===== src/sv/sarp_div.sv =====
// ----------------------------------------------------------------------------
// sarp_div
// pipelined restoring divider, one quotient bit per register stage
// ----------------------------------------------------------------------------
module sarp_div #(
  parameter int XW  = 37,
  parameter int DVW = 23,
  parameter int QW  = 15,
  parameter int SBW = 1
) (
  input  logic           clk_i,
  input  logic           rst_ni,
  input  logic           valid_i,
  input  logic [XW-1:0]  num_i,
  input  logic [DVW-1:0] den_i,
  input  logic [SBW-1:0] sb_i,
  output logic           valid_o,
  output logic [QW-1:0]  quot_o,
  output logic [SBW-1:0] sb_o
);

  // quotient must fit in QW bits, otherwise the result is meaningless
  localparam int IW = (XW > DVW + QW) ? XW : DVW + QW;

  logic [IW-1:0]  rem_s [QW+1];
  logic [DVW-1:0] den_s [QW+1];
  logic [QW-1:0]  quo_s [QW+1];
  logic           vld_s [QW+1];
  logic [SBW-1:0] sb_s  [QW+1];

  logic [IW-1:0]  rem_q [QW];
  logic [DVW-1:0] den_q [QW];
  logic [QW-1:0]  quo_q [QW];
  logic           vld_q [QW];
  logic [SBW-1:0] sb_q  [QW];

  assign rem_s[0] = IW'(num_i);
  assign den_s[0] = den_i;
  assign quo_s[0] = '0;
  assign vld_s[0] = valid_i;
  assign sb_s[0]  = sb_i;

  for (genvar i = 0; i < QW; i++) begin : g_stage
    localparam int K = QW - 1 - i;
    logic [IW-1:0] trial;

    assign trial = IW'(den_s[i]) << K;

    always_ff @(posedge clk_i or negedge rst_ni) begin
      if (!rst_ni) begin
        vld_q[i] <= 1'b0;
      end else begin
        vld_q[i] <= vld_s[i];
      end
    end

    always_ff @(posedge clk_i) begin
      if (rem_s[i] >= trial) begin
        rem_q[i] <= rem_s[i] - trial;
        quo_q[i] <= quo_s[i] | (QW'(1) << K);
      end else begin
        rem_q[i] <= rem_s[i];
        quo_q[i] <= quo_s[i];
      end
      den_q[i] <= den_s[i];
      sb_q[i]  <= sb_s[i];
    end

    assign rem_s[i+1] = rem_q[i];
    assign den_s[i+1] = den_q[i];
    assign quo_s[i+1] = quo_q[i];
    assign vld_s[i+1] = vld_q[i];
    assign sb_s[i+1]  = sb_q[i];
  end

  assign valid_o = vld_s[QW];
  assign quot_o  = quo_s[QW];
  assign sb_o    = sb_s[QW];

endmodule


===== config.mk =====
export PLATFORM = sky130hd
export DESIGN_NAME = sarp_div
export DESIGN_NICKNAME = d
export VERILOG_FILES = /design/src/sv/sarp_div.sv
export SDC_FILE = /design/constraint.sdc
export NUM_CORES = 2
export LEC_CHECK = 0
export BUFFER_PORTS_ARGS = -buffer_cell sky130_fd_sc_hd__buf_2
export CAP_MARGIN = 0
export CORE_ASPECT_RATIO = 0.75
export CORE_UTILIZATION = 45
export DETAILED_ROUTE_END_ITERATION = 8
export GPL_TIMING_DRIVEN = 0
export MAX_ROUTING_LAYER = met4
export SYNTH_ARGS = -nofsm -noshare
export SYNTH_HDL_FRONTEND = slang
export SYNTH_SLANG_ARGS = --single-unit

===== constraint.sdc =====
create_clock -name clk_i -period 8.5 [get_ports clk_i]
set_clock_uncertainty 0.2 [all_clocks]
set_input_delay 0.425 -clock clk_i [delete_from_list [all_inputs] [get_ports clk_i]]
set_output_delay 0.425 -clock clk_i [all_outputs]
set_load 0.05 [all_outputs]

* Word level (Yosys, flattened, before mapping)
Memory sizes are Yosys's and may differ from the RTL's. Cells that the tools add are included.
Word-level totals: bits in registers 15, memory bits (writable) 1155, input bits 64, word-level logic and storage cells 154, memories kept 4
Operators by class: add/sub/neg operators 15, $lt $le $gt $ge 15, multiplexer cells 75, bitwise operators 30
Memories:
- rem_q | depth 15, bits a word 38, read ports 14, clocked after Yosys merged registers in 0, write ports 15, line 31 | logic [IW-1:0] rem_q [QW];
- den_q | depth 15, bits a word 23, read ports 14, clocked after Yosys merged registers in 0, write ports 15, line 32 | logic [DVW-1:0] den_q [QW];
- quo_q | depth 15, bits a word 15, read ports 15, clocked after Yosys merged registers in 0, write ports 15, line 33 | logic [QW-1:0] quo_q [QW];
- sb_q | depth 15, bits a word 1, read ports 15, clocked after Yosys merged registers in 0, write ports 15, line 35 | logic [SBW-1:0] sb_q [QW];
Operators by type and width (count):
- $mux W38 | 15
- $mux W15 | 15
- $mux W1 | 45
- $ge A38 B23 Y1 | 1
- $ge A38 B24 Y1 | 1
- $ge A38 B25 Y1 | 1
- $ge A38 B26 Y1 | 1
- $ge A38 B27 Y1 | 1
- $ge A38 B28 Y1 | 1
- $ge A38 B29 Y1 | 1
- $ge A38 B30 Y1 | 1
- $ge A38 B31 Y1 | 1
- $ge A38 B32 Y1 | 1
- $ge A38 B33 Y1 | 1
- $ge A38 B34 Y1 | 1
- $ge A38 B35 Y1 | 1
- $ge A38 B36 Y1 | 1
- $sub A37 B37 Y38 | 1
- $sub A38 B23 Y38 | 1
- $sub A38 B24 Y38 | 1
- $sub A38 B25 Y38 | 1
- $sub A38 B26 Y38 | 1
- $sub A38 B27 Y38 | 1
- $sub A38 B28 Y38 | 1
- 10 further kinds | 39

* Longest topological paths before layout
An unclocked memory read counts as a cell.
word-level depth 5, gate-level depth with buffers 14, gate-level depth less buffers 13

* Least setup slack after synthesis
OpenSTA, ideal clock, no wires.
path kind register -> register, from mem rem_q[0][124] in the netlist's numbering, to mem rem_q[0][169] in the netlist's numbering, setup time 0.132 ns, arrival time 3.223 ns, data required time 8.168 ns, slack 4.945 ns, cell stages (with the launch flop) 15, buffers on the path 2, path through dfxtp_1 inv_1 ha_1 fa_1 nand2b_1 a211oi_1 o31a_1 a2111o_1 a31oi_1 o31a_1 o31a_1 inv_1 clkbuf_1 clkbuf_1 a21oi_1
RTL lines (line):
- start, declared | 31

==> results.json <==
{
  "wl_per_cell_um": 18.6,
  "criticalPathCategory": "reg2reg",
  "clkTransAtPathRegs_ns": 0.07,
  "drv_cap": 2,
  "drive_gt1_share_pct": 8.29,
  "hold_buffers": 63,
  "end_kind": "flop",
  "drc": 0,
  "powerDensity_nw_per_um2": 401,
  "power_frac_seq_pct": 33.6,
  "yosysWarnings": 0,
  "cpMaxStageDelayCell": "o31ai_1",
  "drtPass1Iterations": 6,
  "ys_seq_area_share_pct": 45.8,
  "netSwitchingFraction_pct": 37.8,
  "clock_latency_ns": 0.71,
  "setup-violations-final": 0,
  "wl_met3_mm": 13.2,
  "worst-slew-pin-transition_ns": 1.51,
  "violations": "max-capacitance violations, max-slew violations",
  "regToRegEndpoint": "rem_q[0][298]$_DFF_P_",
  "grt_max_degree": 17,
  "ir_worst_vdd_mv": 0.176,
  "num_rows": 98,
  "maxUsedRoutingLayer": "met4",
  "drtAntennaViolNets": 0,
  "dp_cells": 6056,
  "netlist-cell-type-count": 84,
  "synthFlopType": "dfxtp_1",
  "antenna_found_initial": 2,
  "cts_root_buf": "clkbuf_16",
  "dpl.hpwl_mm": 92.7,
  "viasPerCell": 5.38,
  "place_congestion": 0.946,
  "grt_remaining_overflow": 0,
  "vias": 33932,
  "rrSetupSlack_ns": 3.03,
  "drtIter0Drc": 3545,
  "crit_path_start": "den_q[6][2]$_DFF_P_",
  "power_frac_clock_pct": 24.0,
  "leakagePower_uw": 0.0226,
  "avgSynthCellArea_um2": 9.42,
  "dieArea_um2": 99100,
  "portBuffers": 80,
  "endpoint": "rem_q[0][298]$_DFF_P_",
  "synthArstFlopShare_pct": 1.49,
  "cts_max_level": 3,
  "syn_to_final_growth_pct": 14.7,
  "die_w_um": 363,
  "comb_power_share_pct": 42.4,
  "io_pins": 81,
  "drt-total-wl_mm": 117,
  "fin_crit_sh_pct": 64.4,
  "wl_met2_mm": 36.0,
  "synth_edf_count": 0,
  "crit_required_ns": 8.88,
  "cts_made_buffers": 101,
  "final_util_pct": 52.5,
  "nets": 5346,
  "worstReg2RegStart": "den_q[6][2]$_DFF_P_",
  "min_period_ns": 5.47,
  "cts.repair.resized": 0,
  "max_freq_mhz": 183,
  "ys_seq_elements": 1004,
  "wirelength_met1_mm": 66.6,
  "synth.net_count": 5096,
  "worst-path-max-fanout": 10,
  "numClockSinks": 1004,
  "final_cell_count_no_fill": 6308,
  "first_global_vias": 30950,
  "drv_slew": 3,
  "cts_setup_buffers": 0,
  "cts_tree": "built",
  "internal_power_uw": 12600,
  "maxSlewHeadroom_pct": -3.00,
  "die_h_um": 273,
  "power.net_switching_uw": 7650,
  "worstPathCellList": "inv_1, ha_1, nand3b_1, a21oi_1, o41ai_1, a211o_1, o31ai_1, o22a_1, clkbuf_1, clkbuf_1, o2111ai_1, xnor2_1",
  "rsz0062_at_grt": "no",
  "status": "finished with violations",
  "slowest_delay_ns": 1.06,
  "grt_pass1_wl_mm": 182,
  "cp-start-kind": "flop",
  "holdPathStages": 0,
  "clk_path_buf_depth": 3,
  "min_path_type": "reg2reg",
  "coreArea_um2": 96100,
  "initial_utilization_pct": 45.8,
  "crit_top_cell": "clkbuf_1",
  "setup-tns-final_ns": 0,
  "worstPathArrival_ns": 5.86,
  "synthCells": 4673,
  "hold_viol": 0,
  "reg2regPathDepth": 12,
  "syn_area_um2": 44000,
  "grtUsageTotal_pct": 24.3
}
==> flip-flops by register name (all words and copies together) (netlist names) <==
register	cells
den_q	322
quo_q	120
rem_q	532
sb_q	15
valid_o	1
vld_q	14
==> cells in the final DEF (no fill, tap or decap), types with 48 or more instances in the layout <==
master and count:
a21o_1 143, a21oi_1 402, buf_2 85, clkbuf_1 90, clkbuf_16 102, dfxtp_1 989
dlygate4sd3_1 63, ha_1 345, inv_1 441, mux2_2 75, nand2_1 278, nand2b_1 48
nand3_1 75, nand4_1 49, nor2_1 344, nor3_1 88, nor4_1 53, o21ai_0 229
xnor2_1 201, xor2_1 149
==> metal layers <==
layer  vias to the layer above  global-route usage (%)
met5                         -                       -
li1                      16792                       -
met1                     15878                    41.0
met4                         0                    4.39
met2                      1138                    25.4
met3                       124                    7.98
==> power by group through the flow <==
stage	sequential (µW)	clock, µW	combinational, µW
global route	6960	5190	9500
floorplan	6640	0	6430
finish	6810	4850	8590
detailed placement	6900	0	8240
CTS	6820	4990	8360
global placement	6900	0	8210
==> worst max-delay path, delay by kind of cell, from the launching register on <==
kind,cells,cell delay [ns]
flip-flops,1,0.33
buffers and inverters,3,1.56
AO/OA/AOI/OAI,6,2.52
AND/OR/NAND/NOR,1,0.14
XOR/XNOR,1,0.21
adder cells (fa/ha/maj),1,0.37
==> metrics by stage <==
step	area (µm²)	setup slack (ns)	power (µW)	hold WS [ns]
2_1_floorplan	44000	4.94	13100	-0.0706
3_3_place_gp	46000	2.63	15100	0.110
3_5_place_dp	46100	3.28	15100	0.112
4_1_cts	50400	3.23	20200	0.0775
5_1_grt	50500	2.85	21600	0.105
6_report	50500	3.03	20200	0.124
==> synth_stat cells, drive strengths merged, types with 82 or more instances <==
master	n	area, µm²
xnor2	201	1760
xor2	149	1310
nand2	278	1040
a21oi	403	2020
nor3	89	445
o21ai	230	1150
ha	345	4320
inv	441	1660
dfxtp	989	19800
mux2	82	950
nor2	344	1290
a21o	143	1070
==> how the worst min path moves through the flow <==
stage / end / startpoint / slack [ns]
6_report: quo_q[1][35]$_DFF_P_ / quo_q[1][20]$_DFF_P_ / 0.12
4_1_cts: rem_q[0][24]$_DFF_P_ / num_i[24] / 0.08
5_1_grt: rem_q[0][24]$_DFF_P_ / num_i[24] / 0.10
3_3_place_gp: quo_q[1][92]$_DFF_P_ / quo_q[1][77]$_DFF_P_ / 0.11
2_1_floorplan: valid_o$_DFF_PN0_ / rst_ni / -0.07
3_5_place_dp: quo_q[0][103]$_DFF_P_ / quo_q[0][88]$_DFF_P_ / 0.11
==> cell type report <==
cell class | instances | area [µm²]
multi-input combinational | 3122 | 21700
timing repair buffer | 147 | 1060
inverter | 441 | 1660
sequential | 1004 | 20200
antenna | 1 | 2.50
fill | 8921 | 45700
clock buffer | 137 | 2920
tap | 1300 | 1630
buffer | 106 | 490
clock inverter | 50 | 811
==> cell families after synthesis <==
| logic type | share of synthesized area (%) |
|---|---|
| simple gates | 13.3 |
| mux | 2.25 |
| flops | 45.8 |
| compound gates | 16.3 |
| buf+inv | 4.88 |
| xor+xnor | 6.97 |
| fa+ha+maj | 10.4 |
(Power assumes the default switching activity.)
