==> src/sv/sarp_sqrt.sv <==
// ----------------------------------------------------------------------------
// sarp_sqrt
// pipelined integer square root, one result bit per register stage
// ----------------------------------------------------------------------------
module sarp_sqrt #(
  parameter int SW  = 52,
  parameter int RW  = 25,
  parameter int SBW = 1
) (
  input  logic           clk_i,
  input  logic           rst_ni,
  input  logic           valid_i,
  input  logic [SW-1:0]  rad_i,
  input  logic [SBW-1:0] sb_i,
  output logic           valid_o,
  output logic [RW-1:0]  root_o,
  output logic [SBW-1:0] sb_o
);

  localparam int IW = (SW > 2 * RW + 1) ? SW : 2 * RW + 1;

  logic [IW-1:0]  rem_s  [RW+1];
  logic [RW-1:0]  root_s [RW+1];
  logic           vld_s  [RW+1];
  logic [SBW-1:0] sb_s   [RW+1];

  logic [IW-1:0]  rem_q  [RW];
  logic [RW-1:0]  root_q [RW];
  logic           vld_q  [RW];
  logic [SBW-1:0] sb_q   [RW];

  assign rem_s[0]  = IW'(rad_i);
  assign root_s[0] = '0;
  assign vld_s[0]  = valid_i;
  assign sb_s[0]   = sb_i;

  for (genvar i = 0; i < RW; i++) begin : g_stage
    localparam int B = RW - 1 - i;
    logic [IW-1:0] trial;

    // (root + 2^b)^2 - root^2
    assign trial = (IW'(root_s[i]) << (B + 1)) + (IW'(1) << (2 * B));

    always_ff @(posedge clk_i or negedge rst_ni) begin
      if (!rst_ni) begin
        vld_q[i] <= 1'b0;
      end else begin
        vld_q[i] <= vld_s[i];
      end
    end

    always_ff @(posedge clk_i) begin
      if (rem_s[i] >= trial) begin
        rem_q[i]  <= rem_s[i] - trial;
        root_q[i] <= root_s[i] | (RW'(1) << B);
      end else begin
        rem_q[i]  <= rem_s[i];
        root_q[i] <= root_s[i];
      end
      sb_q[i] <= sb_s[i];
    end

    assign rem_s[i+1]  = rem_q[i];
    assign root_s[i+1] = root_q[i];
    assign vld_s[i+1]  = vld_q[i];
    assign sb_s[i+1]   = sb_q[i];
  end

  assign valid_o = vld_s[RW];
  assign root_o  = root_s[RW];
  assign sb_o    = sb_s[RW];

endmodule

==> config.mk <==
export PLATFORM = sky130hd
export DESIGN_NAME = sarp_sqrt
export DESIGN_NICKNAME = d
export VERILOG_FILES = /design/src/sv/sarp_sqrt.sv
export SDC_FILE = /design/constraint.sdc
export NUM_CORES = 2
export LEC_CHECK = 0
export ABC_AREA = 1
export BUFFER_PORTS_ARGS = -buffer_cell sky130_fd_sc_hd__buf_2
export CORE_MARGIN = 3
export CORE_UTILIZATION = 35
export CTS_CLUSTER_SIZE = 12
export DETAILED_ROUTE_END_ITERATION = 6
export GPL_TIMING_DRIVEN = 0
export HOLD_SLACK_MARGIN = 0.1
export PLACE_DENSITY_LB_ADDON = 0.3
export SLEW_MARGIN = 0
export SYNTH_ARGS = -nofsm -noshare
export SYNTH_HDL_FRONTEND = slang
export SYNTH_SLANG_ARGS = --single-unit
==> constraint.sdc <==
create_clock -name clk_i -period 2.1 [get_ports clk_i]
set_clock_uncertainty 0.05 [all_clocks]
set_input_delay 0 -clock clk_i [delete_from_list [all_inputs] [get_ports clk_i]]
set_output_delay 0 -clock clk_i [all_outputs]
set_load 0.03 [all_outputs]
**Word-level counts from Yosys, hierarchy flattened**

Memory sizes are Yosys's and may differ from the RTL's.
Cells that the tools add are included.

- Register bits: 25
- Memory bits (writable): 1950
- Bits of input ports: 56
- Output and inout port bits: 27
- Word-level logic and storage cells: 277
- Memories: 3

- $add $sub $neg: 49
- Order comparisons: 25
- Multiplexer cells: 125
- Bitwise gates (word level): 50

Memories:

| name | depth | bits a word | read ports | clocked after Yosys merged registers in | wr ports | line | text |
|---|---|---|---|---|---|---|---|
| rem_q | 25 | 52 | 24 | 0 | 25 | 27 | `logic [IW-1:0] rem_q [RW];` |
| root_q | 25 | 25 | 25 | 0 | 25 | 28 | `logic [RW-1:0] root_q [RW];` |
| sb_q | 25 | 1 | 25 | 0 | 25 | 30 | `logic [SBW-1:0] sb_q [RW];` |

Operators by type and width:

| operator | number |
|---|---|
| $mux W52 | 25 |
| $mux W25 | 25 |
| $mux W1 | 75 |
| $ge A52 B27 Y1 | 1 |
| $ge A52 B28 Y1 | 1 |
| $ge A52 B29 Y1 | 1 |
| $ge A52 B30 Y1 | 1 |
| $ge A52 B31 Y1 | 1 |
| $ge A52 B32 Y1 | 1 |
| $ge A52 B33 Y1 | 1 |
| $ge A52 B34 Y1 | 1 |
| $ge A52 B35 Y1 | 1 |
| $ge A52 B36 Y1 | 1 |
| $ge A52 B37 Y1 | 1 |
| $ge A52 B38 Y1 | 1 |
| $ge A52 B39 Y1 | 1 |
| $ge A52 B40 Y1 | 1 |
| $ge A52 B41 Y1 | 1 |
| $ge A52 B42 Y1 | 1 |
| $ge A52 B43 Y1 | 1 |
| $ge A52 B44 Y1 | 1 |
| $ge A52 B45 Y1 | 1 |
| $ge A52 B46 Y1 | 1 |
| $ge A52 B47 Y1 | 1 |
| 54 further kinds | 103 |

**Logic depth before layout (Yosys ltp)**

An unclocked memory read counts as a cell.

- Depth in word-level cells: 6
- Gate-level depth with buffers: 16
- Gate-level depth less buffers: 16

**Worst setup path after synthesis**

OpenSTA, ideal clock, no wires.

- Path kind: register to register
- Start: memory root_q[4][20], in the netlist root_q[0][120]
- End: memory rem_q[0][304] (netlist bit)
- Setup time: 112 ps
- Arrival time: 1772 ps
- Data required time: 1938 ps
- Path slack: 165 ps
- Cell stages (with the launch flop): 12
- Buffers on the path: 1
- Period minus slack after synthesis: 1935 ps
- Cell sequence: dfxtp_1 > inv_1 > ha_1 > nand3_1 > nand3_1 > nand4_1 > nand4_1 > nor2_2 > nand2_1 > buf_2 > nand2_1 > nand2_1

RTL lines:

| item | line |
|---|---|
| from (decl) | 28 |
| to (decl) | 27 |

==> flow_metrics.py <==
metrics = {
    "synth": {
        "synthFlopType": "dfxtp_1",
        "synth_top_cell_by_area": "dfxtp_1",
        "ys_top_cells_by_area": "dfxtp_1, nand2_1, inv_1",
        "yosysMostFrequentCell": "nand2_1",
        "async_flop_share_pct": 1.540,
        "ys_warn_count": 0,
        "ys_types": 57,
        "syn-num-nets": 10970,
        "synth_top_area_share_pct": 42.11,
        "ys_top_cells_by_count": "nand2_1, inv_1, dfxtp_1, nor2_1, nand3_1",
        "synth-edff-count": 0,
        "netlist_area_sq_um": 75970,
        "synth-seq-cells": 1623,
        "syn_avg_cell_area_sq_um": 7.191,
        "seq_area_frac_synth_pct": 42.93,
        "synth_cells": 10570,
    },
    "timing": {
        "tns_ps": -14620,
        "worst_slew_pin_slew_ps": 1033,
        "rsz0062_at_grt": "true",
        "fmax_mhz": 438.0,
        "setup_viol": 282,
        "report.final.slew_viol_count": 0,
        "min_period_ps": 2283,
        "relSlewSlack_pct": 30.93,
        "fin_hold_ws_ps": 243.9,
        "min_period_over_period_pct": 108.7,
        "hold_viol": 0,
        "setup_slack_ps": -183.0,
    },
    "floorplanning": {
        "rows": 170,
        "core_area_sq_um": 215300,
        "die-area_sq_um": 222700,
        "die_h_um": 471.9,
        "initial_utilization_pct": 35.29,
        "pin_count": 83,
        "dieWidth_um": 471.9,
    },
    "setup_path": {
        "reg2reg_slack_ps": -180,
        "reg2reg_to": "rem_q[2][200]$_DFF_P_",
        "crit_buf_inv": 3,
        "critPathLaunch": "rem_q[2][125]$_DFF_P_",
        "slowest_delay_ps": 360,
        "regToRegStartpoint": "rem_q[2][125]$_DFF_P_",
        "start_kind": "flip-flop",
        "crit_required_ps": 2710,
        "critical_path_peak_fanout": 5,
        "worstRegToRegCells": 11,
        "crit_family": "simple AND/OR/NAND/NOR gates",
        "crit_path_cell_trace": "ha_4 > nand2_4 > nor2_4 > nand2_2 > nor3_4 > nand2_4 > nand3_4 > inv_6 > buf_12 > buf_12 > a21oi_4",
        "worstPathArrival_ps": 2900,
        "endpoint_kind": "flip-flop",
        "worstSetupPathType": "reg2reg",
        "cp_slowest_cell": "dfxtp_4",
    },
    "placement": {
        "port_buffers": 82,
        "place_ws_ps": -903.6,
        "place_congestion": 1.009,
        "place_inst": 13490,
        "place_area_sq_um": 79940,
        "post-dp-hpwl_mm": 206.8,
    },
    "clock_network": {
        "cts_buffer_depth": 3,
        "h-tree-depth": 4,
        "cts_tree": "yes",
        "clockRootBuffer": "clkbuf_16",
        "clk_pin_slew_ps": 60,
        "numCtsBuffers": 178,
        "worstSkewPairLatency_ps": 860,
        "cts.sinks": 1623,
    },
    "detailed_routing": {
        "ant_nets": 0,
        "routed_wirelength_mm": 272.2,
        "routed_via_density": 4.898,
        "detail_route.wl_per_cell_um": 18.78,
        "vias": 71000,
        "drtIter0Drc": 5035,
        "drtPass1Iterations": 6,
        "drc_errors": 0,
    },
    "min_path": {
        "hold_class": "in2reg",
        "holdPathEnd": "rem_q[0][51]$_DFF_P_",
        "min_delay_path_depth": 7,
        "hp-start": "rad_i[22]",
    },
    "global_routing": {
        "antenna_found_initial": 9,
        "grt_usage_pct": 23.04,
        "grt_pass1_vias": 69070,
        "grt_max_degree": 26,
        "grt_first_pass_wirelength_mm": 399.4,
        "gr-total-overflow": 0,
    },
    "power_and_ir_drop": {
        "pwr-share-seq_pct": 38.6,
        "p_per_area_nw_per_um2": 1165,
        "pwr-share-clk_pct": 25.4,
        "comb_power_share_pct": 36.1,
        "ir_drop_v": 0.0009822,
        "power_mw": 120.7,
        "leakagePower_nw": 48.45,
        "p_int_mw": 72.71,
        "p_sw_mw": 48.02,
        "swShare_pct": 39.78,
    },
    "outcome": {
        "status": "complete, but fails checks",
        "violations": "negative setup slack",
    },
    "finish": {
        "synthToLayoutAreaGrowth_pct": 36.44,
        "postLayoutCellArea_sq_um": 103700,
        "drive_gt1_share_pct": 27.94,
        "layout.nets": 11950,
        "finalNonFillerCells": 14500,
        "post-route-util_pct": 48.16,
    },
    "flow_run": {
        "drv_cap": 0,
    },
}
[layout make-up]
cell class                      count  area [sq um]
Antenna cell                        2         5.005
Tap cell                         2838          3551
Multi-Input combinational cell   7143         45900
Timing Repair inverter              4         40.04
Clock buffer                      234          4846
Inverter                         1724          6690
Buffer                             73          1174
Clock inverter                     61         959.7
Sequential cell                  1623         33230
Fill cell                       20440        111600
Timing Repair Buffer              794          7259
[cells by family after synthesis]
group	Yosys count	synth area share (%)
AO/OA/AOI/OAI	861	6.886
XOR/XNOR	319	3.677
adder cells (fa/ha/maj)	348	5.731
buffers and inverters	1804	9.577
flip-flops	1623	42.93
AND/OR/NAND/NOR	5610	31.20
[worst max path at each step]
stage / endpoint / slack, ps / cells after the start
global route: rem_q[2][206]$_DFF_P_ / -220 / 14
finish: rem_q[2][200]$_DFF_P_ / -180 / 11
global placement: rem_q[2][124]$_DFF_P_ / -920 / 11
CTS: rem_q[1][143]$_DFF_P_ / -150 / 14
detailed placement: rem_q[2][124]$_DFF_P_ / -900 / 11
floorplan: rem_q[0][304]$_DFF_P_ / 170 / 11
[metal layers]
| metal | vias to the layer above | GRT usage [%] | wire [um] | part of all wire [%] |
|---|---|---|---|---|
| li1 | 34980 | - | - | - |
| met1 | 33190 | 28.58 | 114500 | 42 |
| met2 | 2222 | 40.32 | 131400 | 48 |
| met3 | 608 | 3.229 | 14460 | 5.3 |
| met4 | 6 | 8.745 | 11700 | 4.3 |
| met5 | - | 0 | 34 | 0.012 |
[placed cells by master, fill, tap and decap left out, types with 180 or more instances in the layout]
cell          n
nand4_1     228
nand2_4     226
ha_4        263
nor2_1      936
dfxtp_1    1254
nand3_1     493
a21oi_1     180
buf_4       490
dfxtp_2     270
clkbuf_16   203
nand2_1    2684
nand2_2     366
inv_1      1520
[sequential cells by signal (all words and copies together) (netlist names)]
register,flops
rem_q,1248
root_q,325
sb_q,25
valid_o,1
vld_q,24
[worst min-delay path, cell delays in order]
cell           delay [ps]
dlygate4sd3_1         510
buf_2                 110
nor4_1                 50
nand4_1               130
nor2_1                 70
nand2_1               150
a21oi_1               100
[power by group through the flow]
stage | sequential, mW | clock (mW) | combinational [mW]
after floorplan | 41.3 | 0 | 23.3
after global placement | 45.6 | 0 | 31.5
after detailed placement | 45.6 | 0 | 31.5
after CTS | 45.8 | 31.3 | 38.1
after global routing | 46.9 | 32.7 | 47.7
final | 46.6 | 30.6 | 43.5
[what timing repair did]
item                                    4_1_cts  5_1_grt
setup buffers                               319      241
hold endpoints to repair                     80        0
endpoints found under the setup margin      641      636
hold buffers                                111        0
pin swaps                                   261      409
cloned                                       33       29
gates resized for setup                    1633     1284
Power figures use the tool's default switching activity.
